## src/rtl/chm_pkg.sv

```systemverilog
// ----------------------------------------------------------------------------
// chm_pkg
// Types and constants shared by the channel hop activity monitor.
// ----------------------------------------------------------------------------
package chm_pkg;

    localparam int CH_W    = 4;
    localparam int RATE_W  = 28;
    localparam int RSSI_W  = 8;
    localparam int CNT_W   = 32;
    localparam int PKT_W   = 24;
    localparam int TICK_W  = 16;
    localparam int NUM_W   = 42;
    localparam int MIX_W   = 37;
    localparam int DCNT_W  = 6;
    localparam int ADDR_W  = 3;
    localparam int DATA_W  = 32;

    localparam logic [RATE_W-1:0]        RATE_MAX   = '1;
    localparam logic [PKT_W-1:0]         PKT_MAX    = '1;
    localparam logic [TICK_W-1:0]        TICK_MAX   = '1;
    localparam logic signed [RSSI_W-1:0] NO_RSSI    = -8'sd127;
    localparam logic [17:0]              RATE_SCALE = 18'd256000;
    localparam logic [7:0]               SMOOTH_OLD = 8'd154;
    localparam logic [7:0]               SMOOTH_NEW = 8'd102;
    localparam logic [DCNT_W-1:0]        DIV_LAST   = DCNT_W'(NUM_W - 1);
    localparam logic [TICK_W-1:0]        HOP_TICKS_RST = 16'd150;

    localparam logic REG_HOP_TICKS = 1'b0;
    localparam logic REG_CAPTURE   = 1'b1;

    typedef enum logic [2:0] {
        ST_IDLE,
        ST_MUL,
        ST_DIV,
        ST_COMMIT,
        ST_SCAN,
        ST_EMIT
    } chm_state_t;

    typedef struct packed {
        logic take;
        logic mul;
        logic div_step;
        logic commit;
        logic scan_step;
        logic load_out;
    } chm_cmd_t;

    typedef struct packed {
        logic hop_now;
        logic div_last;
        logic scan_last;
        logic out_free;
    } chm_stat_t;

endpackage

```

## src/rtl/chm_ctrl.sv

```systemverilog
// ----------------------------------------------------------------------------
// chm_ctrl
// Sequencer: item accept, rate divide, channel commit, scan and emit.
// ----------------------------------------------------------------------------
module chm_ctrl (
    input  logic               aclk,
    input  logic               aresetn,
    input  logic               s_valid,
    output logic               s_ready,
    input  chm_pkg::chm_stat_t stat,
    output chm_pkg::chm_cmd_t  cmd
);

    chm_pkg::chm_state_t state_reg;
    chm_pkg::chm_state_t state_next;

    always_ff @(posedge aclk) begin
        if (!aresetn) begin
            state_reg <= chm_pkg::ST_IDLE;
        end else begin
            state_reg <= state_next;
        end
    end

    always_comb begin
        state_next = state_reg;
        case (state_reg)
            chm_pkg::ST_IDLE: begin
                if (s_valid && stat.hop_now) begin
                    state_next = chm_pkg::ST_MUL;
                end
            end
            chm_pkg::ST_MUL: begin
                state_next = chm_pkg::ST_DIV;
            end
            chm_pkg::ST_DIV: begin
                if (stat.div_last) begin
                    state_next = chm_pkg::ST_COMMIT;
                end
            end
            chm_pkg::ST_COMMIT: begin
                state_next = chm_pkg::ST_SCAN;
            end
            chm_pkg::ST_SCAN: begin
                if (stat.scan_last) begin
                    state_next = chm_pkg::ST_EMIT;
                end
            end
            chm_pkg::ST_EMIT: begin
                if (stat.out_free) begin
                    state_next = chm_pkg::ST_IDLE;
                end
            end
            default: begin
                state_next = chm_pkg::ST_IDLE;
            end
        endcase
    end

    always_comb begin
        cmd     = '0;
        s_ready = 1'b0;
        case (state_reg)
            chm_pkg::ST_IDLE: begin
                s_ready  = 1'b1;
                cmd.take = s_valid;
            end
            chm_pkg::ST_MUL: begin
                cmd.mul = 1'b1;
            end
            chm_pkg::ST_DIV: begin
                cmd.div_step = 1'b1;
            end
            chm_pkg::ST_COMMIT: begin
                cmd.commit = 1'b1;
            end
            chm_pkg::ST_SCAN: begin
                cmd.scan_step = 1'b1;
            end
            chm_pkg::ST_EMIT: begin
                cmd.load_out = stat.out_free;
            end
            default: begin
                cmd = '0;
            end
        endcase
    end

endmodule

```

## src/rtl/chm_dpath.sv

```systemverilog
// ----------------------------------------------------------------------------
// chm_dpath
// Dwell counters, per-channel tables, rate divider, smoothing, scan and
// output register.
// ----------------------------------------------------------------------------
module chm_dpath #(
    parameter int NUM_CHANNELS = 13
) (
    input  logic                                  aclk,
    input  logic                                  aresetn,
    input  chm_pkg::chm_cmd_t                     cmd,
    output chm_pkg::chm_stat_t                    stat,
    input  logic [chm_pkg::TICK_W-1:0]            hop_ticks,
    input  logic                                  capture_enable,
    input  logic                                  s_mode,
    input  logic signed [chm_pkg::RSSI_W-1:0]     s_rssi,
    input  logic                                  m_ready,
    output logic                                  m_valid,
    output logic [chm_pkg::CH_W-1:0]              m_tuned_channel,
    output logic [chm_pkg::RATE_W-1:0]            m_tuned_rate,
    output logic signed [chm_pkg::RSSI_W-1:0]     m_tuned_peak_rssi,
    output logic [chm_pkg::CNT_W-1:0]             m_tuned_total,
    output logic [chm_pkg::CNT_W-1:0]             m_grand_total,
    output logic [chm_pkg::CH_W-1:0]              m_busiest_channel,
    output logic [chm_pkg::RATE_W-1:0]            m_busiest_rate,
    output logic [chm_pkg::CH_W-1:0]              m_quietest_channel,
    output logic [chm_pkg::RATE_W-1:0]            m_quietest_rate
);

    localparam int IDX_W = (NUM_CHANNELS > 1) ? $clog2(NUM_CHANNELS) : 1;
    localparam logic [IDX_W-1:0] LAST_IDX = IDX_W'(NUM_CHANNELS - 1);

    logic [chm_pkg::RATE_W-1:0]        rate_reg  [NUM_CHANNELS];
    logic signed [chm_pkg::RSSI_W-1:0] peak_reg  [NUM_CHANNELS];
    logic [chm_pkg::CNT_W-1:0]         total_reg [NUM_CHANNELS];

    logic [chm_pkg::CNT_W-1:0]         all_count_reg;
    logic [IDX_W-1:0]                  cur_idx_reg;
    logic [chm_pkg::PKT_W-1:0]         pkts_reg;
    logic signed [chm_pkg::RSSI_W-1:0] max_rssi_reg;
    logic [chm_pkg::TICK_W-1:0]        ticks_reg;

    logic [chm_pkg::NUM_W-1:0]         dq_reg;
    logic [chm_pkg::TICK_W-1:0]        rem_reg;
    logic [chm_pkg::DCNT_W-1:0]        div_cnt_reg;

    logic [IDX_W-1:0]                  scan_idx_reg;
    logic [IDX_W-1:0]                  best_idx_reg;
    logic [chm_pkg::RATE_W-1:0]        best_rate_reg;
    logic [IDX_W-1:0]                  quiet_idx_reg;
    logic [chm_pkg::RATE_W-1:0]        quiet_rate_reg;
    logic [chm_pkg::RATE_W-1:0]        tun_rate_reg;
    logic signed [chm_pkg::RSSI_W-1:0] tun_peak_reg;
    logic [chm_pkg::CNT_W-1:0]         tun_total_reg;

    logic                              m_valid_reg;
    logic [chm_pkg::CH_W-1:0]          o_tch_reg;
    logic [chm_pkg::RATE_W-1:0]        o_trate_reg;
    logic signed [chm_pkg::RSSI_W-1:0] o_tpeak_reg;
    logic [chm_pkg::CNT_W-1:0]         o_ttotal_reg;
    logic [chm_pkg::CNT_W-1:0]         o_gtotal_reg;
    logic [chm_pkg::CH_W-1:0]          o_bch_reg;
    logic [chm_pkg::RATE_W-1:0]        o_brate_reg;
    logic [chm_pkg::CH_W-1:0]          o_qch_reg;
    logic [chm_pkg::RATE_W-1:0]        o_qrate_reg;

    logic [chm_pkg::TICK_W-1:0]        ticks_inc;
    logic [chm_pkg::TICK_W-1:0]        limit;
    logic [chm_pkg::TICK_W:0]          trial;
    logic                              trial_ge;
    logic [chm_pkg::TICK_W-1:0]        rem_next;
    logic [IDX_W-1:0]                  rd_idx;
    logic [chm_pkg::RATE_W-1:0]        rd_rate;
    logic signed [chm_pkg::RSSI_W-1:0] rd_peak;
    logic [chm_pkg::CNT_W-1:0]         rd_total;
    logic [chm_pkg::RATE_W-1:0]        fresh;
    logic [chm_pkg::MIX_W-1:0]         mix;
    logic [IDX_W-1:0]                  next_idx;

    assign ticks_inc = (ticks_reg == chm_pkg::TICK_MAX) ? ticks_reg
                                                         : ticks_reg + 16'd1;
    assign limit     = (hop_ticks == '0) ? 16'd1 : hop_ticks;

    assign trial    = {rem_reg, dq_reg[chm_pkg::NUM_W-1]};
    assign trial_ge = trial >= {1'b0, ticks_reg};
    assign rem_next = trial_ge ? chm_pkg::TICK_W'(trial - {1'b0, ticks_reg})
                               : trial[chm_pkg::TICK_W-1:0];

    assign rd_idx   = cmd.scan_step ? scan_idx_reg : cur_idx_reg;
    assign rd_rate  = rate_reg[rd_idx];
    assign rd_peak  = peak_reg[rd_idx];
    assign rd_total = total_reg[rd_idx];

    // a dwell of one tick reports zero
    assign fresh = (ticks_reg <= 16'd1) ? '0 :
                   (|dq_reg[chm_pkg::NUM_W-1:chm_pkg::RATE_W]) ? chm_pkg::RATE_MAX :
                   dq_reg[chm_pkg::RATE_W-1:0];

    assign mix = chm_pkg::MIX_W'(rd_rate) * chm_pkg::MIX_W'(chm_pkg::SMOOTH_OLD)
               + chm_pkg::MIX_W'(fresh) * chm_pkg::MIX_W'(chm_pkg::SMOOTH_NEW);

    assign next_idx = (cur_idx_reg == LAST_IDX) ? '0 : cur_idx_reg + IDX_W'(1);

    assign stat.hop_now   = capture_enable && s_mode && (ticks_inc >= limit);
    assign stat.div_last  = div_cnt_reg == chm_pkg::DIV_LAST;
    assign stat.scan_last = scan_idx_reg == LAST_IDX;
    assign stat.out_free  = !m_valid_reg || m_ready;

    always_ff @(posedge aclk) begin
        if (!aresetn) begin
            for (int i = 0; i < NUM_CHANNELS; i++) begin
                rate_reg[i]  <= '0;
                peak_reg[i]  <= chm_pkg::NO_RSSI;
                total_reg[i] <= '0;
            end
            all_count_reg <= '0;
            cur_idx_reg   <= '0;
            pkts_reg      <= '0;
            max_rssi_reg  <= chm_pkg::NO_RSSI;
            ticks_reg     <= '0;
            div_cnt_reg   <= '0;
            scan_idx_reg  <= '0;
        end else begin
            if (cmd.take && capture_enable) begin
                if (!s_mode) begin
                    if (pkts_reg != chm_pkg::PKT_MAX) begin
                        pkts_reg <= pkts_reg + 24'd1;
                    end
                    if (s_rssi > max_rssi_reg) begin
                        max_rssi_reg <= s_rssi;
                    end
                end else begin
                    ticks_reg <= ticks_inc;
                end
            end
            if (cmd.mul) begin
                div_cnt_reg <= '0;
            end
            if (cmd.div_step) begin
                div_cnt_reg <= div_cnt_reg + 6'd1;
            end
            if (cmd.commit) begin
                rate_reg[cur_idx_reg]  <= mix[chm_pkg::RATE_W+7:8];
                total_reg[cur_idx_reg] <= rd_total + chm_pkg::CNT_W'(pkts_reg);
                if (max_rssi_reg > rd_peak) begin
                    peak_reg[cur_idx_reg] <= max_rssi_reg;
                end
                all_count_reg <= all_count_reg + chm_pkg::CNT_W'(pkts_reg);
                cur_idx_reg   <= next_idx;
                pkts_reg      <= '0;
                max_rssi_reg  <= chm_pkg::NO_RSSI;
                ticks_reg     <= '0;
                scan_idx_reg  <= '0;
            end
            if (cmd.scan_step && !stat.scan_last) begin
                scan_idx_reg <= scan_idx_reg + IDX_W'(1);
            end
        end
    end

    // divider: one quotient bit per cycle
    always_ff @(posedge aclk) begin
        if (cmd.mul) begin
            dq_reg  <= {18'b0, pkts_reg} * chm_pkg::NUM_W'(chm_pkg::RATE_SCALE);
            rem_reg <= '0;
        end else if (cmd.div_step) begin
            dq_reg  <= {dq_reg[chm_pkg::NUM_W-2:0], trial_ge};
            rem_reg <= rem_next;
        end
    end

    always_ff @(posedge aclk) begin
        if (cmd.scan_step) begin
            if (scan_idx_reg == '0) begin
                best_idx_reg   <= '0;
                best_rate_reg  <= rd_rate;
                quiet_idx_reg  <= '0;
                quiet_rate_reg <= rd_rate;
            end else begin
                if (rd_rate > best_rate_reg) begin
                    best_idx_reg  <= scan_idx_reg;
                    best_rate_reg <= rd_rate;
                end
                if (rd_rate < quiet_rate_reg) begin
                    quiet_idx_reg  <= scan_idx_reg;
                    quiet_rate_reg <= rd_rate;
                end
            end
            if (scan_idx_reg == cur_idx_reg) begin
                tun_rate_reg  <= rd_rate;
                tun_peak_reg  <= rd_peak;
                tun_total_reg <= rd_total;
            end
        end
    end

    always_ff @(posedge aclk) begin
        if (!aresetn) begin
            m_valid_reg <= 1'b0;
        end else if (cmd.load_out) begin
            m_valid_reg <= 1'b1;
        end else if (m_ready) begin
            m_valid_reg <= 1'b0;
        end
    end

    always_ff @(posedge aclk) begin
        if (cmd.load_out) begin
            o_tch_reg    <= chm_pkg::CH_W'(cur_idx_reg) + 4'd1;
            o_trate_reg  <= tun_rate_reg;
            o_tpeak_reg  <= tun_peak_reg;
            o_ttotal_reg <= tun_total_reg;
            o_gtotal_reg <= all_count_reg;
            o_bch_reg    <= chm_pkg::CH_W'(best_idx_reg) + 4'd1;
            o_brate_reg  <= best_rate_reg;
            o_qch_reg    <= chm_pkg::CH_W'(quiet_idx_reg) + 4'd1;
            o_qrate_reg  <= quiet_rate_reg;
        end
    end

    assign m_valid            = m_valid_reg;
    assign m_tuned_channel    = o_tch_reg;
    assign m_tuned_rate       = o_trate_reg;
    assign m_tuned_peak_rssi  = o_tpeak_reg;
    assign m_tuned_total      = o_ttotal_reg;
    assign m_grand_total      = o_gtotal_reg;
    assign m_busiest_channel  = o_bch_reg;
    assign m_busiest_rate     = o_brate_reg;
    assign m_quietest_channel = o_qch_reg;
    assign m_quietest_rate    = o_qrate_reg;

endmodule

```

## src/rtl/channel_hop_activity_monitor.sv

```systemverilog
// ----------------------------------------------------------------------------
// channel_hop_activity_monitor
// Per-channel packet activity statistics for a cyclic channel hopper.
// ----------------------------------------------------------------------------
// Input beats (s_valid/s_ready) carry either a captured packet (s_mode 0,
// with s_rssi) or a one-millisecond tick (s_mode 1). Packets and ticks that
// do not end a dwell are taken without a stall. The tick that reaches
// hop_ticks starts a hop: the rate product, a bit-serial divide, a commit,
// a scan over all channel table entries and an emit step that offers the
// result beat (m_valid/m_ready). s_ready stays low during a hop.
// The result sits in an output register; packets and ticks keep flowing
// while it waits. A following hop that finishes while the receiver still
// stalls holds in its emit state until the register frees.
// APB registers: 0x0 hop_ticks (16 bits, reset 150), 0x4 capture_enable
// (reset 1). Reset (aresetn low, synchronous) clears all channel tables and
// totals and tunes channel 1. With capture off, beats are taken and dropped.
// ----------------------------------------------------------------------------
module channel_hop_activity_monitor #(
    parameter int NUM_CHANNELS = 13
) (
    input  logic                                  aclk,
    input  logic                                  aresetn,
    input  logic                                  psel,
    input  logic                                  penable,
    input  logic                                  pwrite,
    input  logic [chm_pkg::ADDR_W-1:0]            paddr,
    input  logic [chm_pkg::DATA_W-1:0]            pwdata,
    output logic [chm_pkg::DATA_W-1:0]            prdata,
    output logic                                  pready,
    input  logic                                  s_valid,
    output logic                                  s_ready,
    input  logic                                  s_mode,
    input  logic signed [chm_pkg::RSSI_W-1:0]     s_rssi,
    output logic                                  m_valid,
    input  logic                                  m_ready,
    output logic [chm_pkg::CH_W-1:0]              m_tuned_channel,
    output logic [chm_pkg::RATE_W-1:0]            m_tuned_rate,
    output logic signed [chm_pkg::RSSI_W-1:0]     m_tuned_peak_rssi,
    output logic [chm_pkg::CNT_W-1:0]             m_tuned_total,
    output logic [chm_pkg::CNT_W-1:0]             m_grand_total,
    output logic [chm_pkg::CH_W-1:0]              m_busiest_channel,
    output logic [chm_pkg::RATE_W-1:0]            m_busiest_rate,
    output logic [chm_pkg::CH_W-1:0]              m_quietest_channel,
    output logic [chm_pkg::RATE_W-1:0]            m_quietest_rate
);

    logic [chm_pkg::TICK_W-1:0] hop_ticks_reg;
    logic                       capture_reg;
    logic                       reg_idx;
    chm_pkg::chm_cmd_t          cmd;
    chm_pkg::chm_stat_t         stat;

    assign pready  = 1'b1;
    assign reg_idx = paddr[2];

    always_ff @(posedge aclk) begin
        if (!aresetn) begin
            hop_ticks_reg <= chm_pkg::HOP_TICKS_RST;
            capture_reg   <= 1'b1;
        end else if (psel && penable && pwrite && pready) begin
            case (reg_idx)
                chm_pkg::REG_HOP_TICKS: hop_ticks_reg <= pwdata[chm_pkg::TICK_W-1:0];
                chm_pkg::REG_CAPTURE:   capture_reg   <= pwdata[0];
                default: begin
                    capture_reg <= capture_reg;
                end
            endcase
        end
    end

    always_comb begin
        case (reg_idx)
            chm_pkg::REG_HOP_TICKS: prdata = chm_pkg::DATA_W'(hop_ticks_reg);
            chm_pkg::REG_CAPTURE:   prdata = chm_pkg::DATA_W'(capture_reg);
            default:                prdata = '0;
        endcase
    end

    chm_ctrl u_ctrl (
        .aclk    (aclk),
        .aresetn (aresetn),
        .s_valid (s_valid),
        .s_ready (s_ready),
        .stat    (stat),
        .cmd     (cmd)
    );

    chm_dpath #(
        .NUM_CHANNELS (NUM_CHANNELS)
    ) u_dpath (
        .aclk               (aclk),
        .aresetn            (aresetn),
        .cmd                (cmd),
        .stat               (stat),
        .hop_ticks          (hop_ticks_reg),
        .capture_enable     (capture_reg),
        .s_mode             (s_mode),
        .s_rssi             (s_rssi),
        .m_ready            (m_ready),
        .m_valid            (m_valid),
        .m_tuned_channel    (m_tuned_channel),
        .m_tuned_rate       (m_tuned_rate),
        .m_tuned_peak_rssi  (m_tuned_peak_rssi),
        .m_tuned_total      (m_tuned_total),
        .m_grand_total      (m_grand_total),
        .m_busiest_channel  (m_busiest_channel),
        .m_busiest_rate     (m_busiest_rate),
        .m_quietest_channel (m_quietest_channel),
        .m_quietest_rate    (m_quietest_rate)
    );

endmodule

```

## config.mk

```make
export PLATFORM = sky130hd
export DESIGN_NAME = channel_hop_activity_monitor
export DESIGN_NICKNAME = d
export VERILOG_FILES = /design/src/rtl/chm_pkg.sv /design/src/rtl/chm_ctrl.sv /design/src/rtl/chm_dpath.sv /design/src/rtl/channel_hop_activity_monitor.sv
export SDC_FILE = /design/constraint.sdc
export NUM_CORES = 2
export LEC_CHECK = 0
export ABC_AREA = 1
export BUFFER_PORTS_ARGS = -buffer_cell sky130_fd_sc_hd__buf_2
export CAP_MARGIN = 20
export CORE_ASPECT_RATIO = 1.2
export CORE_MARGIN = 5
export CORE_UTILIZATION = 55
export CTS_CLUSTER_DIAMETER = 120
export DETAILED_ROUTE_END_ITERATION = 10
export PLACE_DENSITY = 0.76
export SLEW_MARGIN = 20
export SYNTH_ARGS = -nofsm -noshare
export SYNTH_HDL_FRONTEND = slang
export SYNTH_SLANG_ARGS = --single-unit
export TNS_END_PERCENT = 5
```

## constraint.sdc

```tcl
create_clock -name aclk -period 11.8 [get_ports aclk]
set_input_delay 2.36 -clock aclk [delete_from_list [all_inputs] [get_ports aclk]]
set_output_delay 2.36 -clock aclk [all_outputs]
set_load 0.01 [all_outputs]
```

==> flow_results.org <==
** Run status
- Run status :: finished, final reports clean

** Synth
- The mapped netlist covers 80,900 sq um.
- Number of library cell types mapped by synthesis :: 76
- Count of mapped cells out of synthesis :: 7,802
- Number of flip-flops and latches in the synthesized netlist :: 1,561
- Number of enable flip-flop cells after synthesis :: 1,419
- Ys async rst share :: 0
- Sequential fraction of the synthesis area :: 0.562
- In this run the mean area of a mapped cell was 10.4 sq um.
- During synthesis, Yosys emitted a total of 0 warnings.
- In the synthesized netlist the dominant register cell turns out to be edfxtp_1.

** Job
- # Max-Cap Violations :: 0

** Finish
- Final design area excluding fillers :: 88,800 sq um
- Most common cell after layout, fill and taps aside :: nor2_1
- Counting the fill cells in the layout gives 11.5k.
- In the final layout, the share of cells above drive strength 1 is 0.0857.
- Excluding fillers, the count of instances in the completed layout stands at 9,912.
- Nets :: 8,498
- For this run, the share of the core covered by cells in the final layout is 0.605.
- In the layout the commonest cells are nor2_1, edfxtp_1, o21ai_0, inv_1, nand2_1.
- The multi-input combinational cells in the finished layout cover a total of 31,300 sq um.
- Post-synthesis to final-layout area growth :: 9.67%
- The register with the most flip-flops in the layout has 512 of them.
- FF+latch area :: 45,500 sq um

** Timing
- The count of endpoints failing hold in the final timing report came to 0.
- Unrepaired setup endpoints after global routing :: false
- Final count of negative-setup-slack endpoints :: 0
- Timing would allow up to 99.4 MHz.
- Final Critical Period :: 10.06 ns
- Measured against its own limit, the worst slew margin works out to 0.199.
- Worst clock skew :: 0.0616 ns
- After routing, the total negative slack on setup checks comes to 0 ns.
- Max-slew violation count :: 0
- Worst Tran Pin Value :: 1.20 ns
- In the finished design, the share of the clock period the worst path needs comes to 0.853.

** CTS
- Later-pin clock latency in the skew report :: 0.83 ns
- In this run, post-CTS repair resized a total of 0 instances.
- CTS placed an instance of clkbuf_16 at the clock tree root.
- Post-CTS Setup Inserts :: 0
- Number of clock buffers inserted by TritonCTS :: 152
- Hold Buf Count CTS :: 0
- H-Tree Level Count :: 4
- TritonCTS clock tree :: yes
- TritonCTS sink count :: 1,561
- Clock-pin slew was measured on the worst setup and hold paths at 0.07 ns.
- The clock passes through at most 3 buffers.

** Place
- Standard cell area after detailed placement :: 83,600 sq um
- Gp weighted congestion :: 0.910
- Number of placed instances with taps included :: 9,637
- Detailed placement finished with a half-perimeter wire length of 135,000 um.
- Port buffering added 218 buffers.

** Floorplan
- Die height :: 430 um
- Initial core utilization :: 0.552
- After floorplanning, the core was divided into 154 placement rows.
- For this design the top-level I/O count stands at 254.
- After floorplanning, the core was sized to cover 147,000 sq um.
- The die covers 155,000 sq um.
- Die outline width :: 360 um

** GRT
- Summed over all layers, the global routing overflow is 0.
- Initial antenna violation count :: 0
- First-pass GRT wire length :: 340,000 um
- Across every metal layer, demand over resource in global routing totals 0.283.
- Entering global routing, the biggest net connects 181 pins.
- Vias in the first global route :: 59.8k

** Worst setup path
- Data on the critical path is required at its endpoint by 12.31 ns.
- Largest fanout of any net on the critical path :: 151
- Most used cell along the critical path :: nand2_1
- The critical path is of the reg -> reg type.
- Crit path buffers/inverters :: 5
- The worst setup path is launched from a flop.
- Data arrives at the worst endpoint at 10.57 ns.
- Cell class contributing the biggest share of worst-path delay :: simple AND/OR/NAND/NOR gates
- The largest single stage delay on the critical path is 0.68 ns.
- Slowest cell on crit path :: nand2_8
- Setup crit end kind :: flop

** Route
- Total via count in the routed design :: 60.1k
- DRC :: 0
- The first routing iteration left 7,274 violations.
- For this block, wires on met1 add up to 81,700 um.
- The count of nets left with antenna violations once routing finished came out at 0.
- The highest layer touched by signal routing is met4.
- The first detailed-routing pass took 7 iterations.
- Total detailed-routing wirelength :: 224,000 um
- Wire length on met3 :: 23,000 um
- Drt wl/cell :: 22.6 um
- Detailed routing placed a total of 108,000 um of wire on met2.
- Average vias per placed instance :: 6.06

** Min path
- Hold Path Class :: reg -> reg
-- layer usage --
layer | global-route usage | vias up
li1 | - | 27075
met1 | 0.352 | 28983
met2 | 0.477 | 3328
met3 | 0.0507 | 665
met4 | 0.141 | 0
met5 | 0 | -
-- synthesized netlist by cell type, types with 18 or more instances --
cell type     n  area [sq um]
o22ai_1      72           450
o21bai_1     19           143
nand3_1     210          1050
nand2_1     742          2790
dfxtp_1     142          2840
edfxtp_1   1419         42600
o211ai_1     73           548
o21ai_1      18          90.1
buf_4        23           173
o21ai_0     731          3660
ha_1        429          5370
a211oi_1     21           158
nor2_1     1583          5940
a21oi_1     321          1610
a22o_1       23           201
nand4_1      38           238
xnor2_1      57           499
inv_1       727          2730
xor2_1      111           972
fa_1        176          3520
o221ai_1    210          1840
clkbuf_1    310          1160
buf_2        75           375
nor2_2       18           113
nor3_1       46           230
-- cells by family after synthesis --
group	synth area share
buffers and inverters	0.0579
adder cells (fa/ha/maj)	0.110
multiplexers	0.000124
XOR/XNOR	0.0202
AND/OR/NAND/NOR	0.133
other	0.0000928
AO/OA/AOI/OAI	0.117
flip-flops	0.562
-- final timing paths --
check | to | cells past startpoint | start | slack [ns]
max | u_dpath.rate_reg[14][27] | 37 | u_ctrl.state_reg[0] | 1.74
min | u_dpath.m_tuned_total[1] | 0 | u_dpath.tun_total_reg[1] | 0.41
max reg2reg | u_dpath.rate_reg[14][27] | 37 | u_ctrl.state_reg[0] | 1.74
min reg2reg | u_dpath.m_tuned_total[1] | 0 | u_dpath.tun_total_reg[1] | 0.41
-- area by class of cell --
cell class | count | area share
flip-flops and latches | 1561 | 0.512
repair buffers | 307 | 0.0206
clock buffers | 193 | 0.0469
well taps | 1950 | 0.0275
multi-input cells | 5077 | 0.352
diodes | 1 | 0.0000282
inverters | 743 | 0.0315
clock inverters | 80 | 0.00932
-- metrics by stage --
stage / hold WS (ns) / setup WS (ns)
2_1_floorplan: 0.400 / 1.76
3_3_place_gp: 0.403 / 2.14
3_5_place_dp: 0.405 / 1.99
4_1_cts: 0.416 / 1.84
5_1_grt: 0.418 / 1.25
6_report: 0.413 / 1.74
Power is not shown: default switching activity piles up to over one toggle a cycle in this logic, so the estimate is an artifact.
